### src/hdl/cwh_pkg.sv
// Package for the three-way cuckoo hash table unit.
// Operation and status codes, register indexes, defaults and the
// command/status structs between controller and datapath. No dependencies.
package cwh_pkg;

    localparam int DEF_TABLE_DEPTH = 1024;
    localparam int DEF_KEY_WIDTH   = 32;
    localparam int DEF_VALUE_WIDTH = 32;

    localparam int IN_W  = 72;   // op, key_in, value_in, padded to 9 bytes
    localparam int OUT_W = 112;  // 14 bytes, no padding
    localparam int CFG_INDEX_W = 8;
    localparam int CFG_DATA_W  = 16;

    localparam logic [1:0] OP_INSERT = 2'd0;
    localparam logic [1:0] OP_FIND   = 2'd1;
    localparam logic [1:0] OP_REMOVE = 2'd2;

    localparam logic [2:0] ST_INSERTED   = 3'd0;
    localparam logic [2:0] ST_DUPLICATE  = 3'd1;
    localparam logic [2:0] ST_INS_FAILED = 3'd2;
    localparam logic [2:0] ST_FOUND      = 3'd3;
    localparam logic [2:0] ST_NOT_FOUND  = 3'd4;
    localparam logic [2:0] ST_REMOVED    = 3'd5;
    localparam logic [2:0] ST_REMOVE_MISS = 3'd6;
    // internal only, never leaves the unit
    localparam logic [2:0] ST_EVICTING   = 3'd7;

    localparam logic [CFG_INDEX_W-1:0] CFG_SHIFT_FIRST  = 8'd0;
    localparam logic [CFG_INDEX_W-1:0] CFG_SHIFT_SECOND = 8'd1;
    localparam logic [CFG_INDEX_W-1:0] CFG_SHIFT_THIRD  = 8'd2;
    localparam logic [CFG_INDEX_W-1:0] CFG_SLOTS_IN_USE = 8'd3;
    localparam logic [CFG_INDEX_W-1:0] CFG_MAX_ROUNDS   = 8'd4;

    localparam logic [4:0]  RST_SHIFT_FIRST  = 5'd1;
    localparam logic [4:0]  RST_SHIFT_SECOND = 5'd2;
    localparam logic [4:0]  RST_SHIFT_THIRD  = 5'd3;
    localparam logic [10:0] RST_SLOTS_IN_USE = 11'd17;
    localparam logic [7:0]  RST_MAX_ROUNDS   = 8'd99;

    typedef struct packed {
        logic       clr_step;
        logic       load_item;
        logic       hash_start;
        logic       rd;
        logic       do_remove;
        logic       ev_place;
        logic       ev_swap;
        logic       out_load;
        logic [2:0] status;
    } cwh_cmd_t;

    typedef struct packed {
        logic       clear_done;
        logic       hash_busy;
        logic [1:0] op;
        logic       hit;
        logic       slot_full;
        logic       last_swap;
        logic       zero_rounds;
    } cwh_stat_t;

endpackage

### src/hdl/cwh_ctrl.sv
// Controller: sequences clearing, hashing, probing, eviction and result hand-off.
// Depends on cwh_pkg.
module cwh_ctrl (
    input  logic                aclk,
    input  logic                aresetn,
    input  logic                s_tvalid,
    output logic                s_tready,
    output logic                m_tvalid,
    input  logic                m_tready,
    input  cwh_pkg::cwh_stat_t  stat,
    output cwh_pkg::cwh_cmd_t   cmd
);
    localparam logic [2:0] S_CLEAR  = 3'd0;
    localparam logic [2:0] S_IDLE   = 3'd1;
    localparam logic [2:0] S_HSTART = 3'd2;
    localparam logic [2:0] S_HWAIT  = 3'd3;
    localparam logic [2:0] S_READ   = 3'd4;
    localparam logic [2:0] S_CHECK  = 3'd5;
    localparam logic [2:0] S_EVAL   = 3'd6;
    localparam logic [2:0] S_FINISH = 3'd7;

    logic [2:0] state_reg, state_next;
    logic [2:0] status_reg, status_next;
    logic       mvalid_reg, mvalid_next;

    always_comb begin
        state_next  = state_reg;
        status_next = status_reg;
        cmd         = '0;
        s_tready    = 1'b0;
        unique case (state_reg)
            S_CLEAR: begin
                cmd.clr_step = 1'b1;
                if (stat.clear_done) state_next = S_IDLE;
            end
            S_IDLE: begin
                s_tready = 1'b1;
                if (s_tvalid) begin
                    cmd.load_item = 1'b1;
                    state_next    = S_HSTART;
                end
            end
            S_HSTART: begin
                cmd.hash_start = 1'b1;
                state_next     = S_HWAIT;
            end
            S_HWAIT: begin
                if (!stat.hash_busy) state_next = S_READ;
            end
            S_READ: begin
                cmd.rd     = 1'b1;
                state_next = (stat.op == cwh_pkg::OP_INSERT &&
                              status_reg == cwh_pkg::ST_EVICTING) ? S_EVAL : S_CHECK;
            end
            S_CHECK: begin
                state_next = S_FINISH;
                priority if (stat.op == cwh_pkg::OP_INSERT) begin
                    if (stat.hit) begin
                        status_next = cwh_pkg::ST_DUPLICATE;
                    end else if (stat.zero_rounds) begin
                        status_next = cwh_pkg::ST_INS_FAILED;
                    end else begin
                        status_next = cwh_pkg::ST_EVICTING;
                        state_next  = S_EVAL;
                    end
                end else if (stat.op == cwh_pkg::OP_REMOVE) begin
                    cmd.do_remove = stat.hit;
                    status_next   = stat.hit ? cwh_pkg::ST_REMOVED
                                             : cwh_pkg::ST_REMOVE_MISS;
                end else begin
                    status_next = stat.hit ? cwh_pkg::ST_FOUND : cwh_pkg::ST_NOT_FOUND;
                end
            end
            S_EVAL: begin
                if (!stat.slot_full) begin
                    cmd.ev_place = 1'b1;
                    status_next  = cwh_pkg::ST_INSERTED;
                    state_next   = S_FINISH;
                end else begin
                    cmd.ev_swap = 1'b1;
                    if (stat.last_swap) begin
                        status_next = cwh_pkg::ST_INS_FAILED;
                        state_next  = S_FINISH;
                    end else begin
                        state_next = S_HSTART;
                    end
                end
            end
            S_FINISH: begin
                cmd.status = status_reg;
                if (!mvalid_reg || m_tready) begin
                    cmd.out_load = 1'b1;
                    state_next   = S_IDLE;
                end
            end
            default: state_next = S_IDLE;
        endcase
    end

    always_comb begin
        if (cmd.out_load) begin
            mvalid_next = 1'b1;
        end else if (m_tready) begin
            mvalid_next = 1'b0;
        end else begin
            mvalid_next = mvalid_reg;
        end
    end

    always_ff @(posedge aclk) begin
        if (!aresetn) begin
            state_reg  <= S_CLEAR;
            status_reg <= cwh_pkg::ST_INSERTED;
            mvalid_reg <= 1'b0;
        end else begin
            state_reg  <= state_next;
            status_reg <= status_next;
            mvalid_reg <= mvalid_next;
        end
    end

    assign m_tvalid = mvalid_reg;
endmodule

### config.mk
export PLATFORM = sky130hd
export DESIGN_NAME = cwh_ctrl
export DESIGN_NICKNAME = d
export VERILOG_FILES = /design/src/hdl/cwh_pkg.sv /design/src/hdl/cwh_ctrl.sv
export SDC_FILE = /design/constraint.sdc
export NUM_CORES = 1
export LEC_CHECK = 0
export CAP_MARGIN = 0
export CORE_MARGIN = 4
export CORE_UTILIZATION = 40
export CTS_CLUSTER_DIAMETER = 100
export DETAILED_ROUTE_END_ITERATION = 16
export DONT_BUFFER_PORTS = 1
export PLACE_DENSITY = 0.54
export REMOVE_ABC_BUFFERS = 1
export SLEW_MARGIN = 20
export SYNTH_ARGS = -nofsm -noshare
export SYNTH_HDL_FRONTEND = slang
export SYNTH_SLANG_ARGS = --single-unit
### constraint.sdc
create_clock -name aclk -period 3.3 [get_ports aclk]
set_input_delay 0.165 -clock aclk [delete_from_list [all_inputs] [get_ports aclk]]
set_output_delay 0.165 -clock aclk [all_outputs]
set_load 0.1 [all_outputs]
## Yosys cells after proc, flatten, opt, wreduce, memory -nomap -nowiden

Index checks and enable logic that the tools add are counted.

- Eq/ne operators: 14
- Mux-type cells: 36
- Reductions and logical operators: 9

Operators with widths:

| cell | count |
|---|---|
| 3-bit two-way mux | 13 |
| 3-bit case mux with 8 select lines | 1 |
| 1-bit two-way mux | 17 |
| 3-bit == test (second input constant) | 5 |
| 2-bit inequality test (second input constant) | 4 |
| 3-bit by 2-bit == test with 1-bit output (second input constant) | 2 |
| 2-bit two-way mux | 3 |
| 3-bit case mux with 2 select lines | 1 |
| 4-bit two-way mux | 1 |
| 4-bit AND reduction | 1 |
| 2-bit nonzero test | 2 |
| 3-bit by 1-bit == test with 1-bit output (second input constant) | 1 |
| 3-bit logical NOT | 1 |
| 3-bit inequality test (second input constant) | 1 |
| 2-bit == test (second input constant) | 1 |
| 2-bit logical NOT | 1 |
| 2-bit AND reduction | 1 |
| 1-bit logical AND | 1 |
| 1-bit logical NOT | 1 |
| 1-bit logical OR | 1 |

- Input bits: 12
- Register bits after elaboration: 7

## Logic depth before layout (Yosys ltp)

Gate-level depths: netlist of the first run.

- Depth in word-level cells: 5
- Mapped depth: 5

## Least setup slack after synthesis of the first run

OpenSTA, ideal clock, no wires.

- Kind: register to output
- From: register state_reg[2]
- To: output cmd[6] (netlist name)
- Required time: 3.135 ns
- Setup slack: -0.386 ns
- Data arrival time: 3.521 ns
- Cell stages (with the launch flop): 5
- Path through: dfxtp_1 buf_4 buf_2 nand2_1 nor4_1

RTL lines:

| what | RTL line | text |
|---|---|---|
| start: declaration | cwh_ctrl.sv:22 | `logic [2:0] state_reg, state_next;` |
| start signal: assignment | cwh_ctrl.sv:116 | `state_reg <= state_next;` |
| end: declaration | cwh_ctrl.sv:11 | `output cwh_pkg::cwh_cmd_t cmd` |

==> flow_metrics.tcl, run 1 <==
set metrics [dict create \
    finalInstanceArea_um2 738.2 \
    avgRoutedWirePerCell_um 13.35 \
    hold_end "m_tvalid$_SDFFE_PN0P_" \
    ys_seq_elements 7 \
    synthFlopType "dfxtp_1" \
    drv_slew 0 \
    grt_usage 0.1433 \
    cts.htree.levels 1 \
    avgSynthCellArea_um2 7.558 \
    min_from "aresetn" \
    final_util 0.5673 \
    area_growth_pct 31.99 \
    grt_overflow 0 \
    drt_iter0_markers 9 \
    synth_top_family_by_area "simple AND/OR/NAND/NOR gates" \
    power_density_mw_per_mm2 368.6 \
    syn_area_um2 559.3 \
    min_path_type "in -> reg" \
    clock_latency_ps 250 \
    antenna_found_initial 0 \
    cts_tree "built" \
    worstHoldPathCells 1 \
    finalHoldViolations 0 \
    synth_fa_ha_area_frac 0 \
    crit_fanout 16 \
    die_h_um 45.39 \
    r2r_end "state_reg[0]$_SDFFE_PN0P_" \
    clock-sinks 7 \
    synthCells 74 \
    diodes 0 \
    dr.pass1.iters 4 \
    critical_path_arrival_ps 1980 \
    rows 13 \
    antenna_left 0 \
    worstSetupStartpointType "flip-flop" \
    hold_buffers 0 \
    synthXorXnorAreaFrac 0.01566 \
    route.detailed.drc 0 \
    port_buffers 0 \
    die_w_um 45.39 \
    r2r_setup_slack_ps 1930 \
    die_area_mm2 0.002060 \
    io_pins 25 \
    synth_edf_count 0 \
    outcome "finished clean" \
    clockBufferDepth 2 \
    synth_compound_area_frac 0.2461 \
    ir_drop_uv 237.4 \
    cts_repair_resize_count 0 \
    synthMuxAreaShare 0.01790 \
    vias_per_cell 5.474 \
    drive_gt1_frac 0.2805 \
    worst_pin_slew_ps 971.7 \
    r2r.worst_path.cells 5 \
    path_class "reg -> out" \
    yosys-top-cells-area "dfxtp_1 (25%), o2111ai_1 (4.7%), and2_1 (4.5%)" \
    yosys_warnings 0 \
    synthArstFlopShare 0 \
    fillers 119 \
    grt_first_pass_wirelength_um 2166 \
    cp_data_required_time_ps 3130 \
    dr_total_vias 531 \
    layout_common_cells "dfxtp_1 (7), buf_4 (7), o21ai_1 (5)" \
    synth-seq-area-share 0.2506 \
    rsz0062_at_grt "false" \
    cap_violations 0 \
    path_clk_slew_ps 50 \
    grt_pass1_vias 488 \
    dp_hpwl_um 1022 \
    gp_congestion 0.7708 \
    synth_cell_types 34 \
    fin_crit_ps 2149 \
    finClkSkew_ps 4.182 \
    core_mm2 0.001301 \
    grt_max_degree 22 \
    start_util 0.4298 \
    yosys.area_share.simple 0.3579 \
    synth_top_area_frac 0.2506 \
    clock-root-buffer "clkbuf_4" \
    placed_area_um2 711.9 \
    synth_top_area_cell "dfxtp_1" \
    cts_setup_buffers 0 \
    cellLeakagePower_nw 0.2941 \
    max_slew_margin 0.3567 \
    cts_inserted_buffers 3 \
    setup_viol 0 \
    reg2reg_from "state_reg[2]$_SDFFE_PN0P_" \
    wl_um 1295 \
    period_share 0.6512 \
    end_kind "output port" \
    num-nets-final 95 \
    max_freq_ghz 0.4654 \
]
==> worst max path at each step <==
stage | slack, ps | start | endpoint
2_1_floorplan | -380 | state_reg[0]$_SDFFE_PN0P_ | cmd[6]
3_3_place_gp | 1460 | state_reg[1]$_SDFFE_PN0P_ | cmd[1]
3_5_place_dp | 1430 | state_reg[0]$_SDFFE_PN0P_ | cmd[0]
4_1_cts | 1160 | state_reg[1]$_SDFFE_PN0P_ | cmd[1]
5_1_grt | 1050 | state_reg[1]$_SDFFE_PN0P_ | cmd[1]
6_report | 1150 | state_reg[1]$_SDFFE_PN0P_ | cmd[1]
==> power by group <==
part           internal [W]  total (W)  leakage (nW)  switching [W]
logic             0.0000340  0.0000983         0.222      0.0000643
registers         0.0000879  0.0000991        0.0568      0.0000112
clock network     0.0000460  0.0000748        0.0150      0.0000288
total              0.000168   0.000272         0.294       0.000104
==> synth_stat cells (all sizes together) (2+ instances only) <==
master	number
nand2	4
nand4	2
nor3	2
nand3	2
o21a	2
nor2	5
a21oi	2
nand2b	3
inv	4
and2	4
nand3b	2
buf	7
nor2b	4
o2111ai	3
nor3b	3
dfxtp	7
o21ai	7
==> metrics by stage <==
stage	power, W	setup WS (ps)	setup TNS [ps]	hold slack, ps	std cells
2_1_floorplan	0.0001677	-376.1	-376.1	282.6	67
3_3_place_gp	0.0001983	1460	0	289.2	93
3_5_place_dp	0.0001993	1432	0	294.0	93
4_1_cts	0.0002750	1156	0	31.62	97
5_1_grt	0.0002849	1049	0	51.90	97
6_report	0.0002721	1151	0	35.66	97
==> routing by layer <==
layer,track usage,share of wire
met1,0.1751,0.43
met2,0.2284,0.51
met3,0.06324,0.064
met4,0.03509,0
met5,0,0
==> worst max-delay path: stages (launching register included) <==
cell and delay, ps:
dfxtp_1 650, and3_1 290, and2_1 790
==> kinds of logic after synthesis <==
| group | Yosys count |
|---|---|
| buffers and inverters | 11 |
| and+or+nand+nor | 34 |
| AOI/OAI and AO/OA | 20 |
| DFF | 7 |
| muxes | 1 |
| xor gates and xnor gates | 1 |
==> area by class of cell <==
type	count	area, um^2	share of cell area
inverter	4	15.01	0.02034
clock buffer	4	26.28	0.03559
tap	15	18.77	0.02542
sequential	7	140.1	0.1898
multi-input combinational	56	385.4	0.5220
timing repair buffer	11	152.6	0.2068
Note: power is estimated with default switching activity, not from simulation.
==> inputs of run 2 (changes only) <==
- ABC_AREA: unset -> 1
- PLACE_DENSITY: 0.54 -> 0.56
- clock period: 3.3 -> 1.91 ns (I/O delays scaled with it)
==> run 2 against run 1 <==
Compared with the run above:
- critical path depth is 3 higher
- synthesized cell count is 43% higher
- die area up 7.2%
- total power rose to 4.1 times the previous value
- cell count increased by 41%
- non-clock buffer count up 3
- clock skew fell by 3.7 ps
- register-to-register slack got worse by 1300 ps
- first-iteration DRC count is 120% higher
- largest power group is now combinational cells
- highest routed layer is now met4
==> flow_metrics.tcl, run 2 <==
set metrics [dict create \
    outcome "finished clean" \
    period_share 0.8922 \
    yosys.area_share.simple 0.4938 \
    ys_seq_elements 7 \
    synth_top_family_by_area "simple AND/OR/NAND/NOR gates" \
    grt_first_pass_wirelength_um 2380 \
    end_kind "output port" \
    critical_path_arrival_ps 1610 \
    die_area_mm2 0.002208 \
    path_class "reg -> out" \
    ir_drop_uv 735.1 \
    route.detailed.drc 0 \
    core_mm2 0.001366 \
    layout_common_cells "nand2_1 (22), inv_1 (21), buf_4 (11)" \
    antenna_found_initial 0 \
    avgRoutedWirePerCell_um 10.42 \
    die_h_um 46.99 \
    clockBufferDepth 2 \
    synth-seq-area-share 0.2305 \
    diodes 0 \
    io_pins 25 \
    synth_edf_count 0 \
    max_freq_ghz 0.5868 \
    cts_inserted_buffers 3 \
    grt_pass1_vias 601 \
    cp_data_required_time_ps 1810 \
    worst_pin_slew_ps 356.6 \
    port_buffers 0 \
    avgSynthCellArea_um2 5.737 \
    cap_violations 0 \
    cts.htree.levels 1 \
    antenna_left 0 \
    wl_um 1428 \
    start_util 0.4451 \
    synthXorXnorAreaFrac 0 \
    synthMuxAreaShare 0 \
    rsz0062_at_grt "false" \
    yosys_warnings 0 \
    grt_usage 0.1519 \
    final_common_cell "nand2_1" \
    clock-root-buffer "clkbuf_4" \
    power_density_mw_per_mm2 1362 \
    die_w_um 46.99 \
    dr_total_vias 651 \
    area_growth_pct 33.13 \
    clock-sinks 7 \
    dr.pass1.iters 4 \
    synth_fa_ha_area_frac 0 \
    cellLeakagePower_nw 0.4047 \
    finalInstanceArea_um2 809.5 \
    synthArstFlopShare 0 \
    synth_top_area_frac 0.2305 \
    synth_top_area_cell "dfxtp_1" \
    rows 13 \
    finClkSkew_ps 0.4751 \
    fin_tns_setup_ps 0 \
    clock_latency_ps 250 \
    synth_cell_types 22 \
    synthCells 106 \
    drv_slew 0 \
    worstSetupStartpointType "flip-flop" \
    drive_gt1_frac 0.3443 \
    drt_iter0_markers 20 \
    fillers 142 \
    dp_hpwl_um 1149 \
    setup_viol 0 \
    fin_crit_ps 1704 \
    path_clk_slew_ps 50 \
    grt_overflow 0 \
    num-nets-final 135 \
    gp_congestion 0.7809 \
    placed_area_um2 773.2 \
    grt_max_degree 10 \
    multi_input_area_um2 385.4 \
    finalHoldViolations 0 \
    seq_area_um2 140.1 \
    min_path_type "in -> reg" \
    synthFlopType "dfxtp_1" \
    yosys-top-cells-area "dfxtp_1 (23%), nand2_1 (14%), inv_1 (13%)" \
    syn_area_um2 608.1 \
    synthMostInstantiatedCell "nand2_1" \
    cts_setup_buffers 0 \
    synth_compound_area_frac 0.09671 \
    vias_per_cell 4.752 \
    ys_top_cells_by_count "nand2_1 (22), inv_1 (21), nor2_1 (15)" \
    cts_tree "built" \
    crit_fanout 9 \
    max_slew_margin 0.7619 \
]
## run 2: per-layer routing
metal,up-vias,share of wire,track usage
li1,361,-,-
met1,268,0.47,0.1959
met2,18,0.44,0.2331
met3,4,0.072,0.03448
met4,0,0.015,0.08287
met5,-,0,0
## run 2: final timing paths
kind / startpoint / end / slack [ps] / cells past startpoint
setup / recovery: state_reg[2]$_SDFFE_PN0P_ / cmd[6] / 210 / 5
hold / removal: aresetn / state_reg[0]$_SDFFE_PN0P_ / 20 / 4
setup reg to reg: state_reg[2]$_SDFFE_PN0P_ / state_reg[0]$_SDFFE_PN0P_ / 620 / 6
hold reg to reg: status_reg[2]$_SDFFE_PN0P_ / status_reg[2]$_SDFFE_PN0P_ / 490 / 2
## run 2: cells by family after synthesis
logic type | count (synthesis)
and+or+nand+nor | 62
buffers and inverters | 27
AOI/OAI and AO/OA | 10
DFF | 7
## run 2: timing repair
item                      4_1_cts  5_1_grt
hold endpoints to repair        2        0
hold buffers                    1        0
gates resized for setup         0        0
## run 2: where the power goes
group          internal, W  switching [W]  total (W)  leakage [nW]
sequential        0.000171      0.0000525   0.000224        0.0569
combinational     0.000185       0.000555   0.000740         0.333
clock            0.0000800      0.0000587   0.000139        0.0150
## run 2: cell type report
class | count | area share
Sequential cell | 7 | 0.1731
Inverter | 25 | 0.1190
Clock buffer | 4 | 0.03246
Timing Repair Buffer | 14 | 0.1762
Multi-Input combinational cell | 72 | 0.4760
Tap cell | 15 | 0.02318
## run 2: worst max-delay path, cell delays in order, from the launching register on
cell	delay [ps]
dfxtp_1	530
inv_4	120
nor2_4	160
inv_2	70
nor4_2	210
clkbuf_16	270
## run 2: stage by stage
| step | power [W] | instances | worst slack (ps) | hold slack (ps) | utilization |
|---|---|---|---|---|---|
| 4_1_cts | 0.001107 | 137 | 185.9 | 16.68 | 0.5925 |
| 3_3_place_gp | 0.0009664 | 132 | 500.3 | 216.8 | 0.5659 |
| 2_1_floorplan | 0.0008120 | 104 | -1758 | 213.1 | - |
| 5_1_grt | 0.001175 | 137 | 77.15 | 43.54 | 0.5925 |
| 3_5_place_dp | 0.0009640 | 132 | 464.9 | 222.5 | 0.5659 |
| 6_report | 0.001102 | 137 | 205.8 | 20.91 | 0.5925 |
